[src/sv/ct_pkg.sv]
// ----------------------------------------------------------------------------
// ct_pkg
// Shared types and constants for the charstring tokeniser.
// ----------------------------------------------------------------------------
package ct_pkg;

  typedef enum logic [2:0] {
    KIND_OP    = 3'd0,
    KIND_ESC   = 3'd1,
    KIND_INT   = 3'd2,
    KIND_FIXED = 3'd3,
    KIND_TRUNC = 3'd4
  } token_kind_t;

  localparam logic [7:0] LEAD_ESCAPE    = 8'd12;
  localparam logic [7:0] LEAD_SHORTINT  = 8'd28;
  localparam logic [7:0] LEAD_FIXED     = 8'd255;
  localparam logic [7:0] OP_LIMIT       = 8'd32;
  localparam logic [7:0] INT1_MAX       = 8'd246;
  localparam logic [7:0] INT2_POS_BASE  = 8'd247;
  localparam logic [7:0] INT2_NEG_BASE  = 8'd251;
  localparam logic [7:0] INT1_BIAS      = 8'd139;
  localparam logic [7:0] INT2_BIAS      = 8'd108;
  localparam logic [7:0] FLEX_FIRST     = 8'd34;
  localparam logic [7:0] FLEX_LAST      = 8'd37;

  // reserved one-byte operators 0, 2, 9, 11, 13, 14 and 17
  localparam logic [31:0] RESERVED_OP_MASK = 32'h0002_6A05;

  localparam logic [2:0] NEED_ONE   = 3'd1;
  localparam logic [2:0] NEED_TWO   = 3'd2;
  localparam logic [2:0] NEED_FOUR  = 3'd4;

  typedef struct packed {
    logic [2:0]  bytes_pending;
    logic [7:0]  lead_byte;
    logic [31:0] gathered_bytes;
    logic        string_is_short;
  } state_t;

  typedef struct packed {
    token_kind_t        token_kind;
    logic [7:0]         op_code;
    logic               is_reserved;
    logic signed [31:0] number_value;
    logic               token_last;
  } token_t;

endpackage

[src/sv/ct_byte_if.sv]
// ----------------------------------------------------------------------------
// ct_byte_if
// Byte channel into the tokeniser: one charstring byte with its marks.
// ----------------------------------------------------------------------------
interface ct_byte_if;
  logic       valid;
  logic       ready;
  logic [7:0] data_byte;
  logic       first_of_string;
  logic       last_of_string;

  modport source (output valid, output data_byte, output first_of_string,
                  output last_of_string, input ready);
  modport sink   (input valid, input data_byte, input first_of_string,
                  input last_of_string, output ready);
endinterface

[src/sv/ct_token_if.sv]
// ----------------------------------------------------------------------------
// ct_token_if
// Token channel out of the tokeniser.
// ----------------------------------------------------------------------------
interface ct_token_if;
  logic               valid;
  logic               ready;
  logic [2:0]         token_kind;
  logic [7:0]         op_code;
  logic               is_reserved;
  logic signed [31:0] number_value;
  logic               token_last;

  modport source (output valid, output token_kind, output op_code,
                  output is_reserved, output number_value, output token_last,
                  input ready);
  modport sink   (input valid, input token_kind, input op_code,
                  input is_reserved, input number_value, input token_last,
                  output ready);
endinterface

[src/sv/ct_decode.sv]
// ----------------------------------------------------------------------------
// ct_decode
// One tokeniser step: current state and byte in, next state and token out.
// ----------------------------------------------------------------------------
module ct_decode (
  input  ct_pkg::state_t state,
  input  logic [7:0]     data_byte,
  input  logic           first_of_string,
  input  logic           last_of_string,
  output ct_pkg::state_t state_next,
  output logic           emit,
  output ct_pkg::token_t token
);

  ct_pkg::state_t     st;
  logic [31:0]        gathered;
  logic [2:0]         pending;
  logic [1:0]         off_pos;
  logic [1:0]         off_neg;
  logic [10:0]        mag2;
  logic signed [31:0] int1_val;

  assign off_pos  = 2'(st.lead_byte - ct_pkg::INT2_POS_BASE);
  assign off_neg  = 2'(st.lead_byte - ct_pkg::INT2_NEG_BASE);
  assign gathered = {st.gathered_bytes[23:0], data_byte};
  assign pending  = 3'(st.bytes_pending - 3'd1);
  assign int1_val = 32'(signed'({1'b0, data_byte})) - 32'(signed'({1'b0, ct_pkg::INT1_BIAS}));

  always_comb begin
    st = state;
    if (first_of_string) begin
      st.bytes_pending  = '0;
      st.lead_byte      = '0;
      st.gathered_bytes = '0;
    end
    mag2 = '0;
    state_next = st;
    emit = 1'b0;
    token.token_kind   = ct_pkg::KIND_OP;
    token.op_code      = data_byte;
    token.is_reserved  = 1'b0;
    token.number_value = '0;
    token.token_last   = last_of_string;

    if (first_of_string && last_of_string) begin
      state_next.string_is_short = 1'b1;
    end else begin
      state_next.string_is_short = 1'b0;
      if (st.bytes_pending == 3'd0) begin
        if (data_byte < ct_pkg::OP_LIMIT && data_byte != ct_pkg::LEAD_ESCAPE &&
            data_byte != ct_pkg::LEAD_SHORTINT) begin
          emit = 1'b1;
          token.is_reserved = ct_pkg::RESERVED_OP_MASK[data_byte[4:0]];
        end else if (data_byte >= ct_pkg::OP_LIMIT && data_byte <= ct_pkg::INT1_MAX) begin
          emit = 1'b1;
          token.token_kind   = ct_pkg::KIND_INT;
          token.number_value = int1_val;
        end else begin
          state_next.lead_byte      = data_byte;
          state_next.gathered_bytes = '0;
          if (last_of_string) begin
            emit = 1'b1;
            token.token_kind = ct_pkg::KIND_TRUNC;
            state_next.bytes_pending = '0;
          end else if (data_byte == ct_pkg::LEAD_SHORTINT) begin
            state_next.bytes_pending = ct_pkg::NEED_TWO;
          end else if (data_byte == ct_pkg::LEAD_FIXED) begin
            state_next.bytes_pending = ct_pkg::NEED_FOUR;
          end else begin
            state_next.bytes_pending = ct_pkg::NEED_ONE;
          end
        end
      end else begin
        state_next.gathered_bytes = gathered;
        state_next.bytes_pending  = pending;
        token.op_code = st.lead_byte;
        if (pending != 3'd0) begin
          if (last_of_string) begin
            emit = 1'b1;
            token.token_kind = ct_pkg::KIND_TRUNC;
            state_next.bytes_pending = '0;
          end
        end else begin
          emit = 1'b1;
          if (st.lead_byte == ct_pkg::LEAD_ESCAPE) begin
            token.token_kind  = ct_pkg::KIND_ESC;
            token.op_code     = data_byte;
            token.is_reserved = !(data_byte >= ct_pkg::FLEX_FIRST &&
                                  data_byte <= ct_pkg::FLEX_LAST);
          end else if (st.lead_byte == ct_pkg::LEAD_SHORTINT) begin
            token.token_kind   = ct_pkg::KIND_INT;
            token.number_value = 32'(signed'(gathered[15:0]));
          end else if (st.lead_byte >= ct_pkg::INT2_POS_BASE &&
                       st.lead_byte < ct_pkg::INT2_NEG_BASE) begin
            mag2 = {1'b0, off_pos, data_byte} + 11'(ct_pkg::INT2_BIAS);
            token.token_kind   = ct_pkg::KIND_INT;
            token.number_value = 32'(signed'({1'b0, mag2}));
          end else if (st.lead_byte >= ct_pkg::INT2_NEG_BASE &&
                       st.lead_byte != ct_pkg::LEAD_FIXED) begin
            mag2 = {1'b0, off_neg, data_byte} + 11'(ct_pkg::INT2_BIAS);
            token.token_kind   = ct_pkg::KIND_INT;
            token.number_value = -32'(signed'({1'b0, mag2}));
          end else begin
            token.token_kind   = ct_pkg::KIND_FIXED;
            token.number_value = signed'(gathered);
          end
        end
      end
    end
  end

endmodule

[src/sv/charstring_tokenizer.sv]
// ----------------------------------------------------------------------------
// charstring_tokenizer
// Splits a charstring byte stream into operator and number tokens.
// ----------------------------------------------------------------------------
// Output: a token is registered and appears on the output in the cycle after
//   the beat of the byte that completes it.
// Throughput: one byte per cycle while the output register is free, set by the state update loop.
// Reset: synchronous; clears the tokeniser state and the output valid.
// ----------------------------------------------------------------------------
module charstring_tokenizer (
  input logic        clk,
  input logic        rst,
  ct_byte_if.sink    bytes,
  ct_token_if.source tokens
);

  ct_pkg::state_t state;
  ct_pkg::state_t state_next;
  ct_pkg::token_t token_next;
  ct_pkg::token_t token_q;
  logic           emit;
  logic           out_valid;
  logic           accept;
  logic           out_free;

  assign out_free     = !out_valid || tokens.ready;
  assign bytes.ready  = out_free;
  assign accept       = bytes.valid && out_free;

  ct_decode u_decode (
    .state           (state),
    .data_byte       (bytes.data_byte),
    .first_of_string (bytes.first_of_string),
    .last_of_string  (bytes.last_of_string),
    .state_next      (state_next),
    .emit            (emit),
    .token           (token_next)
  );

  always_ff @(posedge clk) begin
    if (rst) begin
      state     <= '0;
      out_valid <= 1'b0;
    end else begin
      if (accept) begin
        state <= state_next;
      end
      if (out_free) begin
        out_valid <= accept && emit;
      end
    end
  end

  always_ff @(posedge clk) begin
    if (accept && emit) begin
      token_q <= token_next;
    end
  end

  assign tokens.valid        = out_valid;
  assign tokens.token_kind   = token_q.token_kind;
  assign tokens.op_code      = token_q.op_code;
  assign tokens.is_reserved  = token_q.is_reserved;
  assign tokens.number_value = token_q.number_value;
  assign tokens.token_last   = token_q.token_last;

  a_short_drops : assert property (@(posedge clk) disable iff (rst)
    accept && bytes.first_of_string && bytes.last_of_string |=> !tokens.valid)
    else $error("one-byte charstring produced a token");

  a_last_emits : assert property (@(posedge clk) disable iff (rst)
    accept && bytes.last_of_string && !bytes.first_of_string
      |=> tokens.valid && tokens.token_last)
    else $error("closing byte did not produce a final token");

  a_last_closes : assert property (@(posedge clk) disable iff (rst)
    accept && bytes.last_of_string |=> state.bytes_pending == 3'd0)
    else $error("token left open after closing byte");

  a_trunc_clean : assert property (@(posedge clk) disable iff (rst)
    tokens.valid && tokens.token_kind == ct_pkg::KIND_TRUNC
      |-> tokens.number_value == 32'sd0 && tokens.token_last)
    else $error("malformed truncated token");

endmodule

[src/flat_wrapper.sv]
// flat-port wrapper written by rule: the top's interface ports become plain ports
module charstring_tokenizer_flat 
  (clk, rst, bytes_valid, bytes_data_byte, bytes_first_of_string, bytes_last_of_string, bytes_ready, tokens_valid, tokens_token_kind, tokens_op_code, tokens_is_reserved, tokens_number_value, tokens_token_last, tokens_ready);
  ct_byte_if bytes_i ();
  ct_token_if tokens_i ();
  input logic clk;
  input logic rst;
  input wire logic [$bits(bytes_i.valid)-1:0] bytes_valid;
  input wire logic [$bits(bytes_i.data_byte)-1:0] bytes_data_byte;
  input wire logic [$bits(bytes_i.first_of_string)-1:0] bytes_first_of_string;
  input wire logic [$bits(bytes_i.last_of_string)-1:0] bytes_last_of_string;
  output wire logic [$bits(bytes_i.ready)-1:0] bytes_ready;
  output wire logic [$bits(tokens_i.valid)-1:0] tokens_valid;
  output wire logic [$bits(tokens_i.token_kind)-1:0] tokens_token_kind;
  output wire logic [$bits(tokens_i.op_code)-1:0] tokens_op_code;
  output wire logic [$bits(tokens_i.is_reserved)-1:0] tokens_is_reserved;
  output wire logic [$bits(tokens_i.number_value)-1:0] tokens_number_value;
  output wire logic [$bits(tokens_i.token_last)-1:0] tokens_token_last;
  input wire logic [$bits(tokens_i.ready)-1:0] tokens_ready;
  assign bytes_i.valid = bytes_valid;
  assign bytes_i.data_byte = bytes_data_byte;
  assign bytes_i.first_of_string = bytes_first_of_string;
  assign bytes_i.last_of_string = bytes_last_of_string;
  assign bytes_ready = bytes_i.ready;
  assign tokens_valid = tokens_i.valid;
  assign tokens_token_kind = tokens_i.token_kind;
  assign tokens_op_code = tokens_i.op_code;
  assign tokens_is_reserved = tokens_i.is_reserved;
  assign tokens_number_value = tokens_i.number_value;
  assign tokens_token_last = tokens_i.token_last;
  assign tokens_i.ready = tokens_ready;
  charstring_tokenizer u_core (.clk(clk), .rst(rst), .bytes(bytes_i), .tokens(tokens_i));
endmodule
[config.mk]
export PLATFORM = sky130hd
export DESIGN_NAME = charstring_tokenizer_flat
export DESIGN_NICKNAME = d
export VERILOG_FILES = /design/src/sv/ct_pkg.sv /design/src/sv/ct_byte_if.sv /design/src/sv/ct_token_if.sv /design/src/sv/ct_decode.sv /design/src/sv/charstring_tokenizer.sv /design/src/flat_wrapper.sv
export SDC_FILE = /design/constraint.sdc
export NUM_CORES = 1
export LEC_CHECK = 0
export BUFFER_PORTS_ARGS = -buffer_cell sky130_fd_sc_hd__buf_2
export CAP_MARGIN = 20
export CORE_MARGIN = 2
export CORE_UTILIZATION = 45
export DETAILED_ROUTE_END_ITERATION = 8
export PLACE_DENSITY = 0.65
export SETUP_SLACK_MARGIN = 0.2
export SLEW_MARGIN = 20
export SYNTH_ARGS = -nofsm -noshare
export SYNTH_HDL_FRONTEND = slang
export SYNTH_SLANG_ARGS = --single-unit
[constraint.sdc]
create_clock -name clk -period 4.65 [get_ports clk]
set_clock_uncertainty 0.05 [all_clocks]
set_input_delay 0.93 -clock clk [delete_from_list [all_inputs] [get_ports clk]]
set_output_delay 0.93 -clock clk [all_outputs]
set_load 0.01 [all_outputs]
==> results of run 1 <==
-- logic make-up (layout without fill, tap and decap cells) --
| group | Yosys count | count (layout) | share of synthesized area (%) |
|---|---|---|---|
| multiplexers | 2 | 2 | 0.491 |
| flip-flops | 81 | 81 | 47.8 |
| buffers and inverters | 42 | 94 | 4.79 |
| AND/OR/NAND/NOR | 140 | 140 | 16.1 |
| XOR/XNOR | 6 | 6 | 1.21 |
| AO/OA/AOI/OAI | 164 | 164 | 25.2 |
| adder cells (fa/ha/maj) | 15 | 15 | 4.33 |
-- tightest hold or removal path, cell delays in order (launching register included) --
cell and delay [ps]:
dfxtp_1 330, nand2_1 50, a21oi_1 50
-- flip-flops by register name, summed over array words and instances, names as in the netlist --
name / count
u_core.state: 35
u_core.tokens.valid: 1
u_core.tokens.token_kind: 3
u_core.tokens.token_last: 1
u_core.tokens.number_value: 32
u_core.tokens.op_code: 8
u_core.tokens.is_reserved: 1
-- per-stage QoR --
| stage | instances | setup WS, ps | utilization [%] |
|---|---|---|---|
| floorplan | 450 | 690 | - |
| global placement | 615 | 1130 | 50.5 |
| detailed placement | 615 | 1040 | 50.5 |
| CTS | 631 | 1410 | 52.5 |
| global route | 631 | 1100 | 52.5 |
| finish | 631 | 1340 | 52.5 |
-- layout by cell type, fill, tap and decap left out, types with 4 or more instances in the layout --
master	netlist	routed
inv_1	9	9
nor2_1	45	45
buf_4	2	8
o21ai_0	37	37
nand4_1	5	5
o31ai_1	5	5
edfxtp_1	45	45
dfxtp_1	36	36
nor3_1	9	9
ha_1	15	15
and2_1	4	4
a221oi_1	4	4
clkbuf_8	0	9
a2bb2oi_1	4	4
nand2b_1	4	4
a21oi_1	44	44
xnor2_1	4	4
buf_2	7	60
nand3b_1	4	4
nor2b_1	8	8
o211ai_1	9	9
nand2_1	33	33
a22oi_1	22	22
a22o_1	5	5
nand3_1	7	7
-- synth_stat cells (all sizes together), types with 6 or more instances --
cell type  number  area share (%)
clkbuf         19             1.7
a22oi          22             3.8
a21oi          44             5.1
o21ai          40             4.6
edfxtp         45              31
a22o            6             1.2
nand3           8             1.0
o211ai         10             1.8
ha             15             4.3
inv             9            0.78
nor2           45             3.9
dfxtp          36              17
nor2b           8             1.2
nand2          33             2.9
buf            13             2.2
nor3            9             1.0
-- layer usage --
| layer | wire [µm] | global-route usage (%) | up-vias |
|---|---|---|---|
| met1 | 5440 | 33.8 | 1739 |
| met3 | 809 | 4.17 | 23 |
| met5 | 0 | 0 | - |
| met4 | 196 | 8.41 | 0 |
| met2 | 4860 | 33.4 | 164 |
| li1 | - | - | 1784 |
-- where the power goes --
group / total, µW / internal [µW] / switching, µW
Sequential: 798 / 792 / 6.74
Combinational: 181 / 58.6 / 123
Clock: 525 / 250 / 275
Total: 1510 / 1100 / 404
-- path summary, 6_finish.rpt --
path | start | endpoint | slack, ps | cells past startpoint
min | u_core.state[42] | u_core.state[42] | 420 | 2
min reg2reg | u_core.state[42] | u_core.state[42] | 420 | 2
max | bytes_first_of_string | u_core.tokens.number_value[7] | 1340 | 11
max reg2reg | u_core.state[33] | u_core.tokens.number_value[7] | 1880 | 9
-- final cells by class --
cell class | instances | area [µm²] | area share (%)
clock buffers | 10 | 128 | 2.62
multi-input cells | 327 | 2050 | 42.1
repair buffers | 68 | 360 | 7.39
well taps | 129 | 161 | 3.31
clock inverters | 6 | 66.3 | 1.36
inverters | 10 | 37.5 | 0.769
flip-flops and latches | 81 | 2070 | 42.5
==> flow_summary.yaml, run 1 <==
floorplan:
  dieArea_um2: 10400
  core_region_area_um2: 9280
  ios: 61
  initial_core_util_pct: 46.7
  die_h_um: 102
  rows: 35
  die_x_um: 102
sta:
  min_period_over_period_pct: 71.1
  tightest_slew_ps: 732
  fmax_ghz: 0.302
  finalSetupViolCount: 0
  fin_crit_ps: 3310
  relSlewSlack_pct: 50.8
  drv_slew: 0
  rsz0062_at_grt: "no"
  hold_violations: 0
  whs_ps: 420
  fin_tns_setup_ps: 0
yosys:
  syn_inst: 450
  syn-cell-area_um2: 4330
  ys_seq_elements: 81
  synth_edf_count: 45
  synth-seq-area-share_pct: 47.8
  netlist-cell-type-count: 68
  async_flop_share_pct: 0
  postSynthAreaPerCell_um2: 9.63
  yosys_warnings: 0
  syn-num-nets: 479
  synth-main-ff-cell: "edfxtp_1"
finish:
  drive_gt1_share_pct: 19.9
  nFillCells: 890
  final_area_um2: 4880
  diodes: 0
  fin_nets: 526
  area_delta_synth_final_pct: 12.6
critical_path:
  crit_arrival_ps: 3470
  critPathLaunchType: "input pin"
  endpoint_kind: "flip-flop"
  worst_path_most_repeated_cell: "nand2_1"
  critPathRequiredTime_ps: 4810
  worstSetupPathType: "input pin to flip-flop"
  crit_path_top_delay_cell: "o21a_1"
  crit_chain: "buf_2, clkinv_1, nand2_1, ha_1, ha_1, nand2_1, nor2_1, o21a_1, nand2_1, or2_2, a31oi_1"
  crit_family: "simple AND/OR/NAND/NOR gates"
  critical_path.max_stage_delay_ps: 370
  cp.buffers_inverters: 2
  worst-path-max-fanout: 16
grt:
  grt_pass1_vias: 3440
  grt_start_max_net_pins: 34
  grtUsageTotal_pct: 22.8
  grt.overflow.total: 0
  antenna_found_initial: 0
  grt_pass1_wl_um: 18000
cts:
  cts.clk_slew.worst_paths_ps: 90
  h-tree-depth: 3
  clock_sinks: 81
  cts_buffer_depth: 2
  post-cts-setup-buffers: 0
  cts_made_buffers: 9
  cts_tree: "built"
  insertion_delay_ps: 370
  cts_hold_buf: 0
  ctsResizeCount: 0
  cts_root_buf: "clkbuf_8"
detailed_routing:
  num_vias: 3710
  wl_per_cell_um: 17.9
  wl_um: 11300
  dr.pass1.iters: 5
  drtIter0Drc: 328
  drc_errors: 0
  drtAntennaViolNets: 0
  vias_per_cell: 5.88
power:
  power_density_nw_per_um2: 309
  irDropWorstVdd_uv: 158
  total_power_uw: 1510
  p_leak_uw: 0.00177
placed_design:
  io_buffers: 60
  globalplace.congestion: 0.944
  hpwl_um: 8050
  placed_cell_area_um2: 4680
run_status:
  outcome: "finished clean"
hold_path:
  hold_class: "flip-flop to flip-flop"
run:
  maxCapViolCount: 0
Note: power is estimated with default switching activity, not from simulation.
==> run 2: changes to the inputs <==
clock period = 3.2 ns   (was 4.65 ns; I/O delays follow)
==> run 2 against run 1 <==
  * Sequential share of layout area fell by 1.3 points
  * Worst hold slack worse by 6.6 ps
  * Non-clock buffer count up 13
  * Critical path type unchanged
  * Highest routed layer unchanged
==> flow_summary.yaml, run 2 (synthesis results as in run 1) <==
run_status:
  outcome: "finished clean"
hold_path:
  hold_class: "flip-flop to flip-flop"
cts:
  post-cts-setup-buffers: 0
  cts_hold_buf: 0
  ctsResizeCount: 0
  h-tree-depth: 3
  cts_root_buf: "clkbuf_8"
  cts.clk_slew.worst_paths_ps: 90
  cts_buffer_depth: 2
  cts_made_buffers: 9
  cts_tree: "built"
  insertion_delay_ps: 370
  clock_sinks: 81
sta:
  tightest_slew_ps: 638
  setup_slack_ps: 570
  min_period_over_period_pct: 82.2
  hold_violations: 0
  fmax_ghz: 0.380
  fin_tns_setup_ps: 0
  relSlewSlack_pct: 57.2
  drv_slew: 0
  fin_crit_ps: 2630
  finalSetupViolCount: 0
  rsz0062_at_grt: "no"
detailed_routing:
  drtIter0Drc: 276
  vias_per_cell: 5.96
  dr.pass1.iters: 5
  num_vias: 3838
  wl_um: 12000
  drtAntennaViolNets: 0
  wl_per_cell_um: 18.6
  drc_errors: 0
grt:
  grt.overflow.total: 0
  grt_pass1_wl_um: 18900
  grt.met3_usage_pct: 4.04
  busiest_layer: "met2"
  grt_use_met2_pct: 35.6
  grt_use_met1_pct: 35.2
  grt_start_max_net_pins: 46
  antenna_found_initial: 0
  grtUsageTotal_pct: 23.9
  grt_pass1_vias: 3544
floorplan:
  rows: 35
  dieArea_um2: 10400
  ios: 61
  core_region_area_um2: 9280
  initial_core_util_pct: 46.7
  die_x_um: 102
  die_h_um: 102
finish:
  final_core_util_pct: 54.2
  layout_common_cells: "buf_2 (60), nor2_1 (45), edfxtp_1 (45), a21oi_1 (44), o21ai_0 (37)"
  diodes: 0
  drive_gt1_share_pct: 22.1
  fin_nets: 539
  largest_reg_flops: 35
  fin_cells: 644
  layout_commonest_cell: "buf_2"
  top_register: "u_core.state"
  area_delta_synth_final_pct: 16.2
critical_path:
  critPathRequiredTime_ps: 3200
  worstSetupPathType: "input pin to flip-flop"
  critPathLaunchType: "input pin"
  crit_arrival_ps: 2630
  endpoint_kind: "flip-flop"
  worst-path-max-fanout: 45
placed_design:
  hpwl_um: 8310
  dpl.cell_count: 628
  globalplace.congestion: 0.947
  io_buffers: 60
  dp_slack_ps: 220
power:
  p_leak_uw: 0.00186
  power_density_nw_per_um2: 462
  irDropWorstVdd_uv: 217
  total_power_uw: 2320
run:
  maxCapViolCount: 0
[run 2: cell type report]
| class | instances | area (µm²) |
|---|---|---|
| Tap cell | 129 | 161 |
| Clock inverter | 7 | 109 |
| Timing Repair Buffer | 81 | 470 |
| Inverter | 10 | 37.5 |
| Clock buffer | 9 | 124 |
| Sequential cell | 81 | 2070 |
| Fill cell | 904 | 4250 |
| Multi-Input combinational cell | 327 | 2060 |
[run 2: routing by layer]
metal,share of wire [%],vias to the layer above
met5,0,-
met4,1.9,0
met3,7.5,17
met2,45,181
met1,46,1832
li1,-,1808
[run 2: final timing paths]
path	start	endpoint	slack, ps	depth (start not counted)
max	bytes_first_of_string	u_core.tokens.number_value[16]	570	10
min	u_core.state[42]	u_core.state[42]	410	2
max reg2reg	u_core.state[34]	u_core.tokens.number_value[16]	690	9
min reg2reg	u_core.state[42]	u_core.state[42]	410	2
[run 2: worst max-delay path, stage by stage]
cell	delay (ps)
buf_2	120
clkinv_1	190
nand2_1	180
ha_1	170
ha_1	380
buf_4	230
o211ai_1	140
nand2_1	150
o21a_4	140
buf_12	250
[run 2: metrics by stage]
stage / instance area (µm²) / hold slack (ps)
3_5_place_dp: 4800 / 399
2_1_floorplan: 4340 / 387
4_1_cts: 5030 / 413
5_1_grt: 5030 / 447
3_3_place_gp: 4800 / 394
6_report: 5030 / 413
[run 2: where the power goes]
group / leakage [µW] / internal (µW) / switching, µW / total, µW
clock network: 0.000118 / 456 / 430 / 886
logic: 0.00102 / 95.1 / 182 / 277
registers: 0.000725 / 1150 / 10.7 / 1160
==> run 3: changes to the inputs <==
clock period = 2.7 ns   (was 3.2 ns; I/O delays follow)
==> run 3 against run 2 <==
  * Utilization rose by 4.0 points
  * Non-clock buffer count rose by 34
  * Routed wire length rose by 2.2%
  * Register-to-register slack got worse by 400 ps
  * Die area did not move
==> flow_summary.yaml, run 3 (synthesis results as in run 1) <==
placed_design:
  io_buffers: 60
  dp_slack_ps: -44.9
  hpwl_um: 8980
  dpl.cell_count: 662
  placed_cell_area_um2: 5150
  globalplace.congestion: 0.928
power:
  intPower_uw: 1970
  total_power_uw: 2710
  irDropWorstVdd_uv: 241
  power_switching_uw: 747
  power_density_nw_per_um2: 503
  p_seq_share_pct: 50.7
  swShare_pct: 27.5
  clock_power_share_pct: 36.0
  p_leak_uw: 0.00205
  comb_power_share_pct: 13.3
hold_path:
  hold_class: "flip-flop to flip-flop"
critical_path:
  endpoint_kind: "flip-flop"
  critPathRequiredTime_ps: 2770
  worst-path-max-fanout: 12
  crit_arrival_ps: 2480
  worstSetupPathType: "flip-flop to flip-flop"
  critPathLaunchType: "flip-flop"
finish:
  nFillCells: 874
  diodes: 0
  layout_commonest_cell: "buf_2"
  fin_nets: 573
  final_core_util_pct: 58.2
  top_register: "u_core.state"
  fin_cells: 678
  largest_reg_flops: 35
  area_delta_synth_final_pct: 24.7
  drive_gt1_share_pct: 29.9
  layout_common_cells: "buf_2 (60), buf_4 (51), edfxtp_1 (45), nor2_1 (44), a21oi_1 (44)"
  final_area_um2: 5400
sta:
  fmax_ghz: 0.415
  setup_slack_ps: 292
  relSlewSlack_pct: 61.6
  rsz0062_at_grt: "yes"
  drv_slew: 0
  min_period_over_period_pct: 89.2
  tightest_slew_ps: 569
  finalSetupViolCount: 0
  hold_violations: 0
  fin_crit_ps: 2410
detailed_routing:
  dr.pass1.iters: 5
  wl_um: 12200
  vias_per_cell: 5.81
  drtAntennaViolNets: 0
  drc_errors: 0
  num_vias: 3941
  wl_per_cell_um: 18.1
  drtIter0Drc: 246
cts:
  insertion_delay_ps: 370
  cts_tree: "built"
  clock_sinks: 81
  cts.clk_slew.worst_paths_ps: 90
  cts_hold_buf: 0
  post-cts-setup-buffers: 0
  cts_root_buf: "clkbuf_8"
  h-tree-depth: 3
  ctsResizeCount: 0
  cts_buffer_depth: 2
  cts_made_buffers: 9
grt:
  antenna_found_initial: 0
  grt_start_max_net_pins: 34
  grt_pass1_vias: 3777
  grt_pass1_wl_um: 19500
  grtUsageTotal_pct: 24.8
  grt.overflow.total: 0
floorplan:
  core_region_area_um2: 9280
  rows: 35
  ios: 61
  die_x_um: 102
  die_h_um: 102
  initial_core_util_pct: 46.7
  dieArea_um2: 10400
run_status:
  outcome: "finished clean"
run:
  maxCapViolCount: 0
==> run 3: path summary, 6_finish.rpt <==
path	startpoint	end	slack, ps	depth (start not counted)
max reg2reg	u_core.state[34]	u_core.tokens.op_code[7]	290	7
max	u_core.state[34]	u_core.tokens.op_code[7]	290	7
min	u_core.state[43]	u_core.state[43]	420	2
min reg2reg	u_core.state[43]	u_core.state[43]	420	2
==> run 3: power groups by stage <==
stage	Sequential, µW	Clock [µW]	Combinational (µW)
2_1_floorplan	1430	0	173
3_3_place_gp	1400	0	353
3_5_place_dp	1410	0	360
4_1_cts	1380	987	360
5_1_grt	1380	1030	395
6_report	1380	976	362
==> run 3: cell type report <==
cell class                 instances  area (µm²)  share of cell area, %
clock buffer                      11         174                   3.22
clock inverter                     5        46.3                  0.857
inverter                          10        42.5                  0.788
multi-input combinational        327        2140                   39.6
sequential                        81        2070                   38.4
tap                              129         161                   2.99
timing repair buffer             115         763                   14.1
==> run 3: worst max-delay path, stage by stage (launching register included) <==
cell and delay (ps):
dfxtp_1 330, nor2b_2 170, inv_1 110, ha_4 130, nand4b_1 130, or4_4 500, o31a_4 440, mux2_2 290
==> run 3: per-layer routing <==
metal  GRT usage, %  vias up  share of wire [%]
li1               -     1875                  -
met3           2.94       41                5.6
met2           40.9      158                 48
met4           11.4        0                3.0
met5              0        -                  0
met1           32.7     1867                 44
==> run 3: per-stage QoR <==
stage	setup TNS (ps)	hold slack (ps)
after floorplan	0	387
after global placement	-24.2	400
after CTS	0	415
final	0	418
after global routing	0	447
after detailed placement	-44.9	407
